==> src/bhi_pkg.sv <==
`timescale 1ns / 1ps
`default_nettype none

package bhi_pkg;

	// Default geometry of the position and time formats.
	localparam int DEF_POS_WIDTH   = 24;
	localparam int DEF_T_FRAC_BITS = 16;

	// Fixed field widths.
	localparam int TICK_W     = 20;
	localparam int DUR_W      = 24;
	localparam int PITCH_W    = 10;
	localparam int ELAPSED_W  = 32;
	localparam int CFG_IDX_W  = 2;
	localparam int CFG_DATA_W = 24;
	localparam int EV_W       = 2;
	localparam int DIR_W      = 2;
	localparam int STEP_CNT_W = 3;

	// Configuration register indexes.
	localparam logic [CFG_IDX_W-1:0] CFG_TICK_TIME    = 2'd0;
	localparam logic [CFG_IDX_W-1:0] CFG_HOP_DURATION = 2'd1;
	localparam logic [CFG_IDX_W-1:0] CFG_PITCH_X      = 2'd2;
	localparam logic [CFG_IDX_W-1:0] CFG_PITCH_Y      = 2'd3;

	// Configuration values after reset.
	localparam logic [TICK_W-1:0]  RST_TICK_TIME    = 20'd16667;
	localparam logic [DUR_W-1:0]   RST_HOP_DURATION = 24'd500000;
	localparam logic [PITCH_W-1:0] RST_PITCH_X      = 10'd32;
	localparam logic [PITCH_W-1:0] RST_PITCH_Y      = 10'd48;

	// Event codes of a result transaction.
	localparam logic [EV_W-1:0] EV_UPDATE = 2'd0;
	localparam logic [EV_W-1:0] EV_START  = 2'd1;
	localparam logic [EV_W-1:0] EV_FINISH = 2'd2;

	// Action codes of an input transaction.
	localparam logic ACT_TICK = 1'b0;
	localparam logic ACT_HOP  = 1'b1;

	// Two-bit signed direction codes.
	localparam logic [DIR_W-1:0] DIR_ZERO = 2'b00;
	localparam logic [DIR_W-1:0] DIR_POS  = 2'b01;
	localparam logic [DIR_W-1:0] DIR_NEG2 = 2'b10;
	localparam logic [DIR_W-1:0] DIR_NEG  = 2'b11;

	// Last of the six lerp steps of one de Casteljau pass.
	localparam logic [STEP_CNT_W-1:0] STEP_LAST = 3'd5;

	// Commands from the controller to the datapath.
	typedef struct packed {
		logic            start_hop;
		logic            tick_add;
		logic            finish;
		logic            load_pts;
		logic            t_one;
		logic            div_init;
		logic            div_step;
		logic            lerp_mul;
		logic            lerp_add;
		logic [1:0]      lerp_idx;
		logic            lerp_axis;
		logic            commit;
		logic            out_load;
		logic [EV_W-1:0] out_ev;
	} bhi_cmd_t;

	// Status from the datapath to the controller.
	typedef struct packed {
		logic hopping;
		logic at_target;
		logic t_full;
	} bhi_status_t;

	// The in-place de Casteljau order: points 0,1,2 then 0,1 then 0.
	function automatic logic [1:0] lerp_index(input logic [STEP_CNT_W-1:0] step);
		logic [1:0] idx;
		unique case (step)
			3'd0: idx = 2'd0;
			3'd1: idx = 2'd1;
			3'd2: idx = 2'd2;
			3'd3: idx = 2'd0;
			3'd4: idx = 2'd1;
			default: idx = 2'd0;
		endcase
		return idx;
	endfunction

endpackage

`default_nettype wire

==> src/bhi_ctrl.sv <==
`timescale 1ns / 1ps
`default_nettype none

module bhi_ctrl
	import bhi_pkg::*;
#(
	parameter int T_FRAC_BITS = DEF_T_FRAC_BITS
) (
	input  wire         clk,
	input  wire         arst_n,
	input  wire         in_valid,
	output logic        in_stall,
	input  wire         action,
	output logic        out_valid,
	input  wire         out_stall,
	input  bhi_status_t status,
	output bhi_cmd_t    cmd
);

	localparam int DCW = $clog2(T_FRAC_BITS);
	localparam logic [DCW-1:0] DIV_LAST = DCW'(T_FRAC_BITS - 1);

	localparam logic [2:0] ST_IDLE   = 3'd0;
	localparam logic [2:0] ST_DINIT  = 3'd1;
	localparam logic [2:0] ST_DIV    = 3'd2;
	localparam logic [2:0] ST_LMUL   = 3'd3;
	localparam logic [2:0] ST_LADD   = 3'd4;
	localparam logic [2:0] ST_COMMIT = 3'd5;
	localparam logic [2:0] ST_EMIT   = 3'd6;

	logic [2:0]            state_q, state_d;
	logic [EV_W-1:0]       ev_q, ev_d;
	logic [STEP_CNT_W-1:0] step_q, step_d;
	logic                  axis_q, axis_d;
	logic [DCW-1:0]        cnt_q, cnt_d;
	logic                  outv_q, outv_d;

	// Input transactions are taken only while no item is in work.
	assign in_stall  = (state_q != ST_IDLE);
	assign out_valid = outv_q;

	// Sequencer for one item.
	always_comb begin
		cmd           = '0;
		cmd.lerp_idx  = lerp_index(step_q);
		cmd.lerp_axis = axis_q;
		cmd.out_ev    = ev_q;
		state_d       = state_q;
		ev_d          = ev_q;
		step_d        = step_q;
		axis_d        = axis_q;
		cnt_d         = cnt_q;
		outv_d        = outv_q & out_stall;
		unique case (state_q)
			ST_IDLE: begin
				if (in_valid) begin
					priority if (action == ACT_HOP) begin
						cmd.start_hop = 1'b1;
						ev_d          = EV_START;
						state_d       = ST_EMIT;
					end else if (!status.hopping) begin
						state_d = ST_IDLE;
					end else if (status.at_target) begin
						cmd.finish = 1'b1;
						ev_d       = EV_FINISH;
						state_d    = ST_EMIT;
					end else begin
						cmd.tick_add = 1'b1;
						state_d      = ST_DINIT;
					end
				end
			end
			ST_DINIT: begin
				cmd.load_pts = 1'b1;
				step_d       = '0;
				axis_d       = 1'b0;
				cnt_d        = '0;
				if (status.t_full) begin
					cmd.t_one = 1'b1;
					state_d   = ST_LMUL;
				end else begin
					cmd.div_init = 1'b1;
					state_d      = ST_DIV;
				end
			end
			ST_DIV: begin
				cmd.div_step = 1'b1;
				cnt_d        = cnt_q + 1'b1;
				if (cnt_q == DIV_LAST) begin
					state_d = ST_LMUL;
				end
			end
			ST_LMUL: begin
				cmd.lerp_mul = 1'b1;
				state_d      = ST_LADD;
			end
			ST_LADD: begin
				cmd.lerp_add = 1'b1;
				if (step_q == STEP_LAST) begin
					step_d = '0;
					if (axis_q) begin
						state_d = ST_COMMIT;
					end else begin
						axis_d  = 1'b1;
						state_d = ST_LMUL;
					end
				end else begin
					step_d  = step_q + 1'b1;
					state_d = ST_LMUL;
				end
			end
			ST_COMMIT: begin
				cmd.commit = 1'b1;
				ev_d       = EV_UPDATE;
				state_d    = ST_EMIT;
			end
			ST_EMIT: begin
				if (!outv_q || !out_stall) begin
					cmd.out_load = 1'b1;
					outv_d       = 1'b1;
					state_d      = ST_IDLE;
				end
			end
			default: begin
				state_d = ST_IDLE;
			end
		endcase
	end

	// Controller registers.
	always_ff @(posedge clk or negedge arst_n) begin
		if (!arst_n) begin
			state_q <= ST_IDLE;
			ev_q    <= EV_UPDATE;
			step_q  <= '0;
			axis_q  <= 1'b0;
			cnt_q   <= '0;
			outv_q  <= 1'b0;
		end else begin
			state_q <= state_d;
			ev_q    <= ev_d;
			step_q  <= step_d;
			axis_q  <= axis_d;
			cnt_q   <= cnt_d;
			outv_q  <= outv_d;
		end
	end

endmodule

`default_nettype wire

==> src/bhi_dpath.sv <==
`timescale 1ns / 1ps
`default_nettype none

module bhi_dpath
	import bhi_pkg::*;
#(
	parameter int POS_WIDTH   = DEF_POS_WIDTH,
	parameter int T_FRAC_BITS = DEF_T_FRAC_BITS
) (
	input  wire                         clk,
	input  wire                         arst_n,
	input  bhi_cmd_t                    cmd,
	output bhi_status_t                 status,
	input  wire                         cfg_we,
	input  wire [CFG_IDX_W-1:0]         cfg_index,
	input  wire [CFG_DATA_W-1:0]        cfg_data,
	input  wire signed [DIR_W-1:0]      row_step,
	input  wire signed [DIR_W-1:0]      col_step,
	input  wire signed [POS_WIDTH-1:0]  origin_x,
	input  wire signed [POS_WIDTH-1:0]  origin_y,
	output logic signed [POS_WIDTH-1:0] pos_x,
	output logic signed [POS_WIDTH-1:0] pos_y,
	output logic [EV_W-1:0]             event_res
);

	// Control points are kept at twice their value.
	localparam int PW  = POS_WIDTH + 1;
	localparam int DW  = PW + 1;
	localparam int PRW = DW + T_FRAC_BITS + 2;
	// Wide enough for a position plus a full pitch offset.
	localparam int SW  = ((POS_WIDTH > 19) ? POS_WIDTH : 19) + 1;
	localparam int RW  = DUR_W + 1;

	localparam logic signed [SW-1:0] MAXW =
		{{(SW - POS_WIDTH + 1){1'b0}}, {(POS_WIDTH - 1){1'b1}}};
	localparam logic signed [SW-1:0] MINW = ~MAXW;
	localparam logic signed [PRW-1:0] HALF = PRW'(1) <<< (T_FRAC_BITS - 1);

	function automatic logic signed [POS_WIDTH-1:0] sat_pos(input logic signed [SW-1:0] v);
		logic signed [POS_WIDTH-1:0] r;
		if (v > MAXW) begin
			r = {1'b0, {(POS_WIDTH - 1){1'b1}}};
		end else if (v < MINW) begin
			r = {1'b1, {(POS_WIDTH - 1){1'b0}}};
		end else begin
			r = v[POS_WIDTH-1:0];
		end
		return r;
	endfunction

	// Configuration registers.
	logic [TICK_W-1:0]  tick_time_q;
	logic [DUR_W-1:0]   hop_dur_q;
	logic [PITCH_W-1:0] pitch_x_q;
	logic [PITCH_W-1:0] pitch_y_q;

	// Hop state.
	logic                        hopping_q;
	logic [ELAPSED_W-1:0]        elapsed_q;
	logic [DIR_W-1:0]            vdir_q;
	logic signed [POS_WIDTH-1:0] begin_x_q, begin_y_q;
	logic signed [POS_WIDTH-1:0] target_x_q, target_y_q;
	logic signed [POS_WIDTH-1:0] cur_x_q, cur_y_q;

	// Divider, interpolation parameter and control points.
	logic [RW-1:0]          rem_q;
	logic [T_FRAC_BITS:0]   t_q;
	logic signed [PW-1:0]   ptx_q [4];
	logic signed [PW-1:0]   pty_q [4];
	logic signed [PRW-1:0]  prod_s1;
	logic signed [PW-1:0]   lo_s1;

	assign status.hopping   = hopping_q;
	assign status.at_target = (cur_x_q == target_x_q) && (cur_y_q == target_y_q);
	assign status.t_full    = (hop_dur_q == '0) || (elapsed_q >= ELAPSED_W'(hop_dur_q));

	// Direction clean-up: a step of minus two counts as minus one, and a zero column
	// leans away from the row direction.
	logic [DIR_W-1:0] row_c, col_t, col_c;
	always_comb begin
		row_c = (row_step == DIR_NEG2) ? DIR_NEG : row_step;
		col_t = (col_step == DIR_NEG2) ? DIR_NEG : col_step;
		col_c = col_t;
		if (col_t == DIR_ZERO && row_c == DIR_POS) begin
			col_c = DIR_NEG;
		end else if (col_t == DIR_ZERO && row_c == DIR_NEG) begin
			col_c = DIR_POS;
		end
	end

	// End point of a new hop.
	logic signed [SW-1:0] off_x, off_y, org_xw, org_yw, sum_x, sum_y;
	always_comb begin
		off_x  = $signed(SW'({pitch_x_q, 8'b0}));
		off_y  = $signed(SW'({pitch_y_q, 8'b0}));
		org_xw = SW'(origin_x);
		org_yw = SW'(origin_y);
		unique case (col_c)
			DIR_POS: sum_x = org_xw + off_x;
			DIR_NEG: sum_x = org_xw - off_x;
			default: sum_x = org_xw;
		endcase
		unique case (row_c)
			DIR_POS: sum_y = org_yw + off_y;
			DIR_NEG: sum_y = org_yw - off_y;
			default: sum_y = org_yw;
		endcase
	end

	// Saturating elapsed-time update.
	logic [ELAPSED_W:0] el_sum;
	assign el_sum = {1'b0, elapsed_q} + (ELAPSED_W + 1)'(tick_time_q);

	// Corner point: the start, or the end point in one coordinate.
	logic signed [POS_WIDTH-1:0] corner_x, corner_y;
	always_comb begin
		unique case (vdir_q)
			DIR_NEG: begin
				corner_x = begin_x_q;
				corner_y = target_y_q;
			end
			DIR_POS: begin
				corner_x = target_x_q;
				corner_y = begin_y_q;
			end
			default: begin
				corner_x = begin_x_q;
				corner_y = begin_y_q;
			end
		endcase
	end

	// One restoring division step.
	logic [RW-1:0] rem_sh;
	logic          rem_ge;
	assign rem_sh = {rem_q[DUR_W-1:0], 1'b0};
	assign rem_ge = (rem_sh >= {1'b0, hop_dur_q});

	// Lerp operand selection.
	logic signed [PW-1:0] op_lo, op_hi;
	always_comb begin
		unique case (cmd.lerp_idx)
			2'd0: begin
				op_lo = cmd.lerp_axis ? pty_q[0] : ptx_q[0];
				op_hi = cmd.lerp_axis ? pty_q[1] : ptx_q[1];
			end
			2'd1: begin
				op_lo = cmd.lerp_axis ? pty_q[1] : ptx_q[1];
				op_hi = cmd.lerp_axis ? pty_q[2] : ptx_q[2];
			end
			default: begin
				op_lo = cmd.lerp_axis ? pty_q[2] : ptx_q[2];
				op_hi = cmd.lerp_axis ? pty_q[3] : ptx_q[3];
			end
		endcase
	end

	// Lerp multiply and rounding add.
	logic signed [DW-1:0]          diff;
	logic signed [T_FRAC_BITS+1:0] t_s;
	logic signed [PRW-1:0]         prod, rnd, shr;
	logic signed [PW-1:0]          lerp_res;
	always_comb begin
		diff     = DW'(op_hi) - DW'(op_lo);
		t_s      = $signed({1'b0, t_q});
		prod     = diff * t_s;
		rnd      = prod_s1 + HALF;
		shr      = rnd >>> T_FRAC_BITS;
		lerp_res = lo_s1 + shr[PW-1:0];
	end

	// Final halving with round half up.
	logic signed [PW:0]   half_x, half_y;
	logic signed [PW:0]   hv_x, hv_y;
	always_comb begin
		half_x = (PW + 1)'(ptx_q[0]) + (PW + 1)'(1);
		half_y = (PW + 1)'(pty_q[0]) + (PW + 1)'(1);
		hv_x   = half_x >>> 1;
		hv_y   = half_y >>> 1;
	end

	// Configuration and hop state.
	always_ff @(posedge clk or negedge arst_n) begin
		if (!arst_n) begin
			tick_time_q <= RST_TICK_TIME;
			hop_dur_q   <= RST_HOP_DURATION;
			pitch_x_q   <= RST_PITCH_X;
			pitch_y_q   <= RST_PITCH_Y;
			hopping_q   <= 1'b0;
			elapsed_q   <= '0;
			vdir_q      <= DIR_ZERO;
			begin_x_q   <= '0;
			begin_y_q   <= '0;
			target_x_q  <= '0;
			target_y_q  <= '0;
			cur_x_q     <= '0;
			cur_y_q     <= '0;
		end else begin
			if (cfg_we) begin
				unique case (cfg_index)
					CFG_TICK_TIME:    tick_time_q <= cfg_data[TICK_W-1:0];
					CFG_HOP_DURATION: hop_dur_q   <= cfg_data[DUR_W-1:0];
					CFG_PITCH_X:      pitch_x_q   <= cfg_data[PITCH_W-1:0];
					default:          pitch_y_q   <= cfg_data[PITCH_W-1:0];
				endcase
			end
			if (cmd.start_hop) begin
				begin_x_q  <= origin_x;
				begin_y_q  <= origin_y;
				target_x_q <= sat_pos(sum_x);
				target_y_q <= sat_pos(sum_y);
				vdir_q     <= row_c;
				hopping_q  <= 1'b1;
			end
			if (cmd.finish) begin
				hopping_q <= 1'b0;
				elapsed_q <= '0;
			end
			if (cmd.tick_add) begin
				elapsed_q <= el_sum[ELAPSED_W] ? '1 : el_sum[ELAPSED_W-1:0];
			end
			if (cmd.commit) begin
				cur_x_q <= sat_pos(SW'($signed(hv_x[PW-1:0])));
				cur_y_q <= sat_pos(SW'($signed(hv_y[PW-1:0])));
			end
		end
	end

	// Divider, control points and lerp pipeline.
	always_ff @(posedge clk) begin
		if (cmd.t_one) begin
			t_q <= {1'b1, {T_FRAC_BITS{1'b0}}};
		end
		if (cmd.div_init) begin
			rem_q <= {1'b0, elapsed_q[DUR_W-1:0]};
			t_q   <= '0;
		end
		if (cmd.div_step) begin
			rem_q <= rem_ge ? (rem_sh - {1'b0, hop_dur_q}) : rem_sh;
			t_q   <= {t_q[T_FRAC_BITS-1:0], rem_ge};
		end
		if (cmd.load_pts) begin
			ptx_q[0] <= {begin_x_q, 1'b0};
			ptx_q[1] <= PW'(begin_x_q) + PW'(corner_x);
			ptx_q[2] <= PW'(target_x_q) + PW'(corner_x);
			ptx_q[3] <= {target_x_q, 1'b0};
			pty_q[0] <= {begin_y_q, 1'b0};
			pty_q[1] <= PW'(begin_y_q) + PW'(corner_y);
			pty_q[2] <= PW'(target_y_q) + PW'(corner_y);
			pty_q[3] <= {target_y_q, 1'b0};
		end
		if (cmd.lerp_mul) begin
			prod_s1 <= prod;
			lo_s1   <= op_lo;
		end
		if (cmd.lerp_add) begin
			if (cmd.lerp_axis) begin
				pty_q[cmd.lerp_idx] <= lerp_res;
			end else begin
				ptx_q[cmd.lerp_idx] <= lerp_res;
			end
		end
	end

	// Output payload register.
	always_ff @(posedge clk) begin
		if (cmd.out_load) begin
			pos_x     <= (cmd.out_ev == EV_START) ? begin_x_q : cur_x_q;
			pos_y     <= (cmd.out_ev == EV_START) ? begin_y_q : cur_y_q;
			event_res <= cmd.out_ev;
		end
	end

endmodule

`default_nettype wire

==> src/bezier_hop_interpolator_unit.sv <==
// A hop item or a finishing tick goes from acceptance straight to the output register; a moving
// tick item first passes the bit-serial divider (skipped when t is full), then the shared lerp
// multiplier (twelve lerps) and the commit. One item is in work at a time; the next is taken
// once the result is loaded, and output stalls hold the block.
// Reset (arst_n low, asynchronous) clears all hop state and restores the register defaults.
`timescale 1ns / 1ps
`default_nettype none

module bezier_hop_interpolator_unit
	import bhi_pkg::*;
#(
	parameter int POS_WIDTH   = DEF_POS_WIDTH,
	parameter int T_FRAC_BITS = DEF_T_FRAC_BITS
) (
	input  wire                         clk,
	input  wire                         arst_n,
	input  wire                         in_valid,
	output logic                        in_stall,
	input  wire                         action,
	input  wire signed [DIR_W-1:0]      row_step,
	input  wire signed [DIR_W-1:0]      col_step,
	input  wire signed [POS_WIDTH-1:0]  origin_x,
	input  wire signed [POS_WIDTH-1:0]  origin_y,
	output logic                        out_valid,
	input  wire                         out_stall,
	output logic signed [POS_WIDTH-1:0] pos_x,
	output logic signed [POS_WIDTH-1:0] pos_y,
	output logic [EV_W-1:0]             event_res,
	input  wire                         cfg_valid,
	output logic                        cfg_ready,
	input  wire [CFG_IDX_W-1:0]         cfg_index,
	input  wire [CFG_DATA_W-1:0]        cfg_data
);

	bhi_cmd_t    cmd;
	bhi_status_t status;

	// Register writes are always taken.
	assign cfg_ready = 1'b1;

	bhi_ctrl #(
		.T_FRAC_BITS (T_FRAC_BITS)
	) u_ctrl (
		.clk       (clk),
		.arst_n    (arst_n),
		.in_valid  (in_valid),
		.in_stall  (in_stall),
		.action    (action),
		.out_valid (out_valid),
		.out_stall (out_stall),
		.status    (status),
		.cmd       (cmd)
	);

	bhi_dpath #(
		.POS_WIDTH   (POS_WIDTH),
		.T_FRAC_BITS (T_FRAC_BITS)
	) u_dpath (
		.clk       (clk),
		.arst_n    (arst_n),
		.cmd       (cmd),
		.status    (status),
		.cfg_we    (cfg_valid & cfg_ready),
		.cfg_index (cfg_index),
		.cfg_data  (cfg_data),
		.row_step  (row_step),
		.col_step  (col_step),
		.origin_x  (origin_x),
		.origin_y  (origin_y),
		.pos_x     (pos_x),
		.pos_y     (pos_y),
		.event_res (event_res)
	);

endmodule

`default_nettype wire

==> config.mk <==
export PLATFORM = sky130hd
export DESIGN_NAME = bezier_hop_interpolator_unit
export DESIGN_NICKNAME = d
export VERILOG_FILES = /design/src/bhi_pkg.sv /design/src/bhi_ctrl.sv /design/src/bhi_dpath.sv /design/src/bezier_hop_interpolator_unit.sv
export SDC_FILE = /design/constraint.sdc
export NUM_CORES = 2
export LEC_CHECK = 0
export BUFFER_PORTS_ARGS = -buffer_cell sky130_fd_sc_hd__buf_2
export CORE_MARGIN = 2
export CORE_UTILIZATION = 30
export DETAILED_ROUTE_END_ITERATION = 8
export GPL_TIMING_DRIVEN = 0
export SKIP_CTS_REPAIR_TIMING = 1
export SLEW_MARGIN = 15
export SYNTH_ARGS = -nofsm -noshare
export SYNTH_HDL_FRONTEND = slang
export SYNTH_SLANG_ARGS = --single-unit
==> constraint.sdc <==
create_clock -name clk -period 15 [get_ports clk]
set_input_delay 0.75 -clock clk [delete_from_list [all_inputs] [get_ports clk]]
set_output_delay 0.75 -clock clk [all_outputs]
set_load 0.01 [all_outputs]
==> flow_metrics.env <==
export IMPL_final_area_um2=61300
export IMPL_clk_latency_ps=660
export IMPL_grt_pass1_wl_mm=286
export IMPL_synth_warnings=0
export IMPL_post_drt_wl_per_cell_um=22.5
export IMPL_vias=45100
export IMPL_post_route_drc_count=0
export IMPL_slew_viol_final=0
export IMPL_portBuffers=134
export IMPL_coreArea_um2=181000
export IMPL_max_freq_mhz=69.0
export IMPL_multi_input_area_um2=34900
export IMPL_drt_iter0_markers=4401
export IMPL_relSlewSlack_pct=15.0
export IMPL_area_growth_pct=12.1
export IMPL_vias_per_cell=5.31
export IMPL_antenna_found_initial=16
export IMPL_tightestPinTransition_ps=1270
export IMPL_clock_sinks=599
export IMPL_cts_root_buf="clkbuf_16"
export IMPL_synth_top_family_by_area="adder cells"
export IMPL_maxCapViolations=0
export IMPL_ys_async_sr_fraction_pct=42.9
export IMPL_setup_viol=0
export IMPL_ant_nets=0
export IMPL_nNetsFinal=6899
export IMPL_critPathMaxStageDelay_ps=920
export IMPL_period_share_pct=96.6
export IMPL_grt_max_degree=105
export IMPL_synth_compound_area_share_pct=13.4
export IMPL_syn_nets=6675
export IMPL_synth_edf_count=342
export IMPL_dp_cells=8344
export IMPL_hold_violations=0
export IMPL_synth_main_ff_cell="edfxtp_1"
export IMPL_crit_top_cell="fa_1"
export IMPL_row_count=156
export IMPL_layout_cells_non_filler=8482
export IMPL_cts_tree="yes"
export IMPL_synth_seq_cells=599
export IMPL_yosysTopAreaCell="edfxtp_1"
export IMPL_place_gp_congestion=1.00
export IMPL_seqCellArea_um2=16700
export IMPL_grt_ovfl_total=0
export IMPL_cts_clk_slew_worst_paths_ps=60
export IMPL_yosys_area_share_simple_pct=15.2
export IMPL_fin_tns_setup_ps=0
export IMPL_cts_buffers=73
export IMPL_rsz0062_at_grt="false"
export IMPL_synth_area_leaders="edfxtp_1 (19%), fa_1 (15%), dfrtp_1 (11%)"
export IMPL_die_x_um=431
export IMPL_ctsHtreeMaxLevel=3
export IMPL_num_io_pins=137
export IMPL_dr_pass1_iters=6
export IMPL_synth_cell_types=88
export IMPL_die_h_um=431
export IMPL_worst_path_max_delay_cell="xnor2_1"
export IMPL_netlist_instances=5825
export IMPL_initial_core_util_pct=30.2
export IMPL_synth_area_mux_share_pct=5.75
export IMPL_cp_start_kind="flop"
export IMPL_fin_ws_ps=507
export IMPL_syn_avg_cell_area_um2=9.39
export IMPL_critical_path_class="reg2reg"
export IMPL_n_fill_cell=18500
export IMPL_period_minus_slack_ps=14490
export IMPL_grt_pass1_vias=45200
export IMPL_clock_path_buffers=3
export IMPL_routed_wl_mm=191
export IMPL_post_place_ws_ps=623
export IMPL_arrival_ps=14850
export IMPL_synthAdderAreaFrac_pct=23.5
export IMPL_synth_xor_area_share_pct=5.44
export IMPL_dpl_hpwl_mm=153
export IMPL_fin_skew_ps=36.7
export IMPL_synthesis_area_um2=54700
export IMPL_cp_max_fo=10
export IMPL_status="finished clean"
export IMPL_dieArea_um2=186000
export IMPL_drive_gt1_share_pct=9.17
export IMPL_seq_area_frac_synth_pct=30.6
export IMPL_synth_top_area_share_pct=18.8
export IMPL_place_area_um2=58800
export IMPL_track_usage_pct=20.3
export IMPL_hold_class="in2async"
export IMPL_endpoint_kind="flop"
export IMPL_cp_required_ps=15350
[cell usage after synthesis, types with 28 or more instances]
library cell    n
dfrtp_1       241
nor3_1         74
nor2_1        249
and2_1        227
o21a_1         43
nand2b_1       42
ha_1          347
inv_1         614
o21ai_0       413
nand3_1        83
nand2_1       794
clkbuf_1      235
xnor2_1       229
nand4_1        34
a21o_1        104
a211oi_1       42
fa_1          419
and3_1         60
a21oi_1       281
mux2i_1       104
mux2_2        187
xor2_1        109
nor2b_1        56
a22oi_1        28
edfxtp_1      342
a31oi_1        45
[layout make-up]
type	instances	share of cell area, %
multi-input cells	4349	56.8
diodes	6	0.0245
repair buffers	149	1.49
flip-flops and latches	599	27.3
clock buffers	96	3.39
well taps	2370	4.84
inverters	614	3.76
clock inverters	36	0.743
plain buffers	263	1.65
[critical path: cells and delay by family (launching register included)]
| kind | cells | cell delay, ps |
|---|---|---|
| AO/OA/AOI/OAI | 14 | 4680 |
| adder cells (fa/ha/maj) | 8 | 3770 |
| buffers and inverters | 8 | 3480 |
| XOR/XNOR | 3 | 1250 |
| AND/OR/NAND/NOR | 4 | 630 |
| flip-flops | 1 | 370 |
[cell usage in the layout (no fill, tap or decap), types with 24 or more instances in the layout]
| cell | netlist | routed |
|---|---|---|
| nor3_1 | 74 | 74 |
| ha_1 | 347 | 347 |
| nor2b_1 | 56 | 56 |
| nand2b_1 | 42 | 42 |
| a22oi_1 | 28 | 28 |
| and2_1 | 227 | 227 |
| xnor2_1 | 229 | 217 |
| mux2_2 | 187 | 187 |
| nor3b_1 | 25 | 25 |
| clkbuf_16 | 0 | 77 |
| a21o_1 | 104 | 104 |
| nor2_1 | 249 | 249 |
| clkbuf_1 | 235 | 246 |
| fa_1 | 419 | 419 |
| a21oi_1 | 281 | 280 |
| dfrtp_1 | 241 | 241 |
| o21ai_0 | 413 | 413 |
| and3_1 | 60 | 59 |
| o21a_1 | 43 | 43 |
| nand3_1 | 83 | 83 |
| mux2i_1 | 104 | 104 |
| nand4_1 | 34 | 34 |
| o22a_1 | 24 | 24 |
| nand2_1 | 794 | 791 |
| edfxtp_1 | 342 | 342 |
| a211oi_1 | 42 | 42 |
| buf_2 | 10 | 144 |
| a31oi_1 | 45 | 45 |
| xor2_1 | 109 | 98 |
| inv_1 | 614 | 613 |
[kinds of logic (layout without fill, tap and decap cells)]
logic type,Yosys count,after routing
XOR/XNOR,339,339
other,1,7
AND/OR/NAND/NOR,1753,1753
multiplexers,291,291
flip-flops,599,599
AO/OA/AOI/OAI,1185,1185
buffers and inverters,877,1158
adder cells (fa/ha/maj),780,780
[worst paths after layout]
check	cells after the start	startpoint	slack, ps	endpoint
worst min-delay path	1	arst_n	50	u_dpath.tick_time_q[11]$_DFFE_PN0P_
worst min register to register	0	u_ctrl.ev_q[0]$_DFFE_PN0P_	470	u_dpath.event_res[0]$_DFFE_PP_
max in group asynchronous	3	arst_n	13570	u_dpath.target_x_q[9]$_DFFE_PN0P_
min in group clk	3	origin_x[1]	330	u_dpath.begin_x_q[1]$_DFFE_PN0P_
worst max register to register	37	u_ctrl.axis_q$_DFFE_PN0P_	510	u_dpath.prod_s1[40]$_DFFE_PP_
worst max-delay path	37	u_ctrl.axis_q$_DFFE_PN0P_	510	u_dpath.prod_s1[40]$_DFFE_PP_
[sequential cells by signal (all words and copies together), names as in the netlist, 25 cells and up]
| register | flops |
|---|---|
| u_dpath.elapsed_q | 32 |
| u_dpath.lo_s1 | 25 |
| u_dpath.prod_s1 | 26 |
| u_dpath.ptx_q | 100 |
| u_dpath.pty_q | 100 |
[layer usage]
metal / global-route usage [%] / wire length (µm) / vias to the layer above
li1: - / - / 20300
met1: 27.4 / 80200 / 22300
met2: 31.8 / 84700 / 2034
met3: 3.54 / 16500 / 356
met4: 9.18 / 9610 / 6
met5: 0 / 41 / -
[per-stage QoR]
step                      hold WS (ps)  utilization, %
after floorplan                    439               -
after global placement             449            32.2
after detailed placement           462            32.5
after CTS                         32.8            33.9
after global routing              77.3            33.9
final                             48.4            33.9
Power is left out: the tool's default activity adds up to more than one toggle a clock period on the data nets, which glitch-free logic cannot reach.
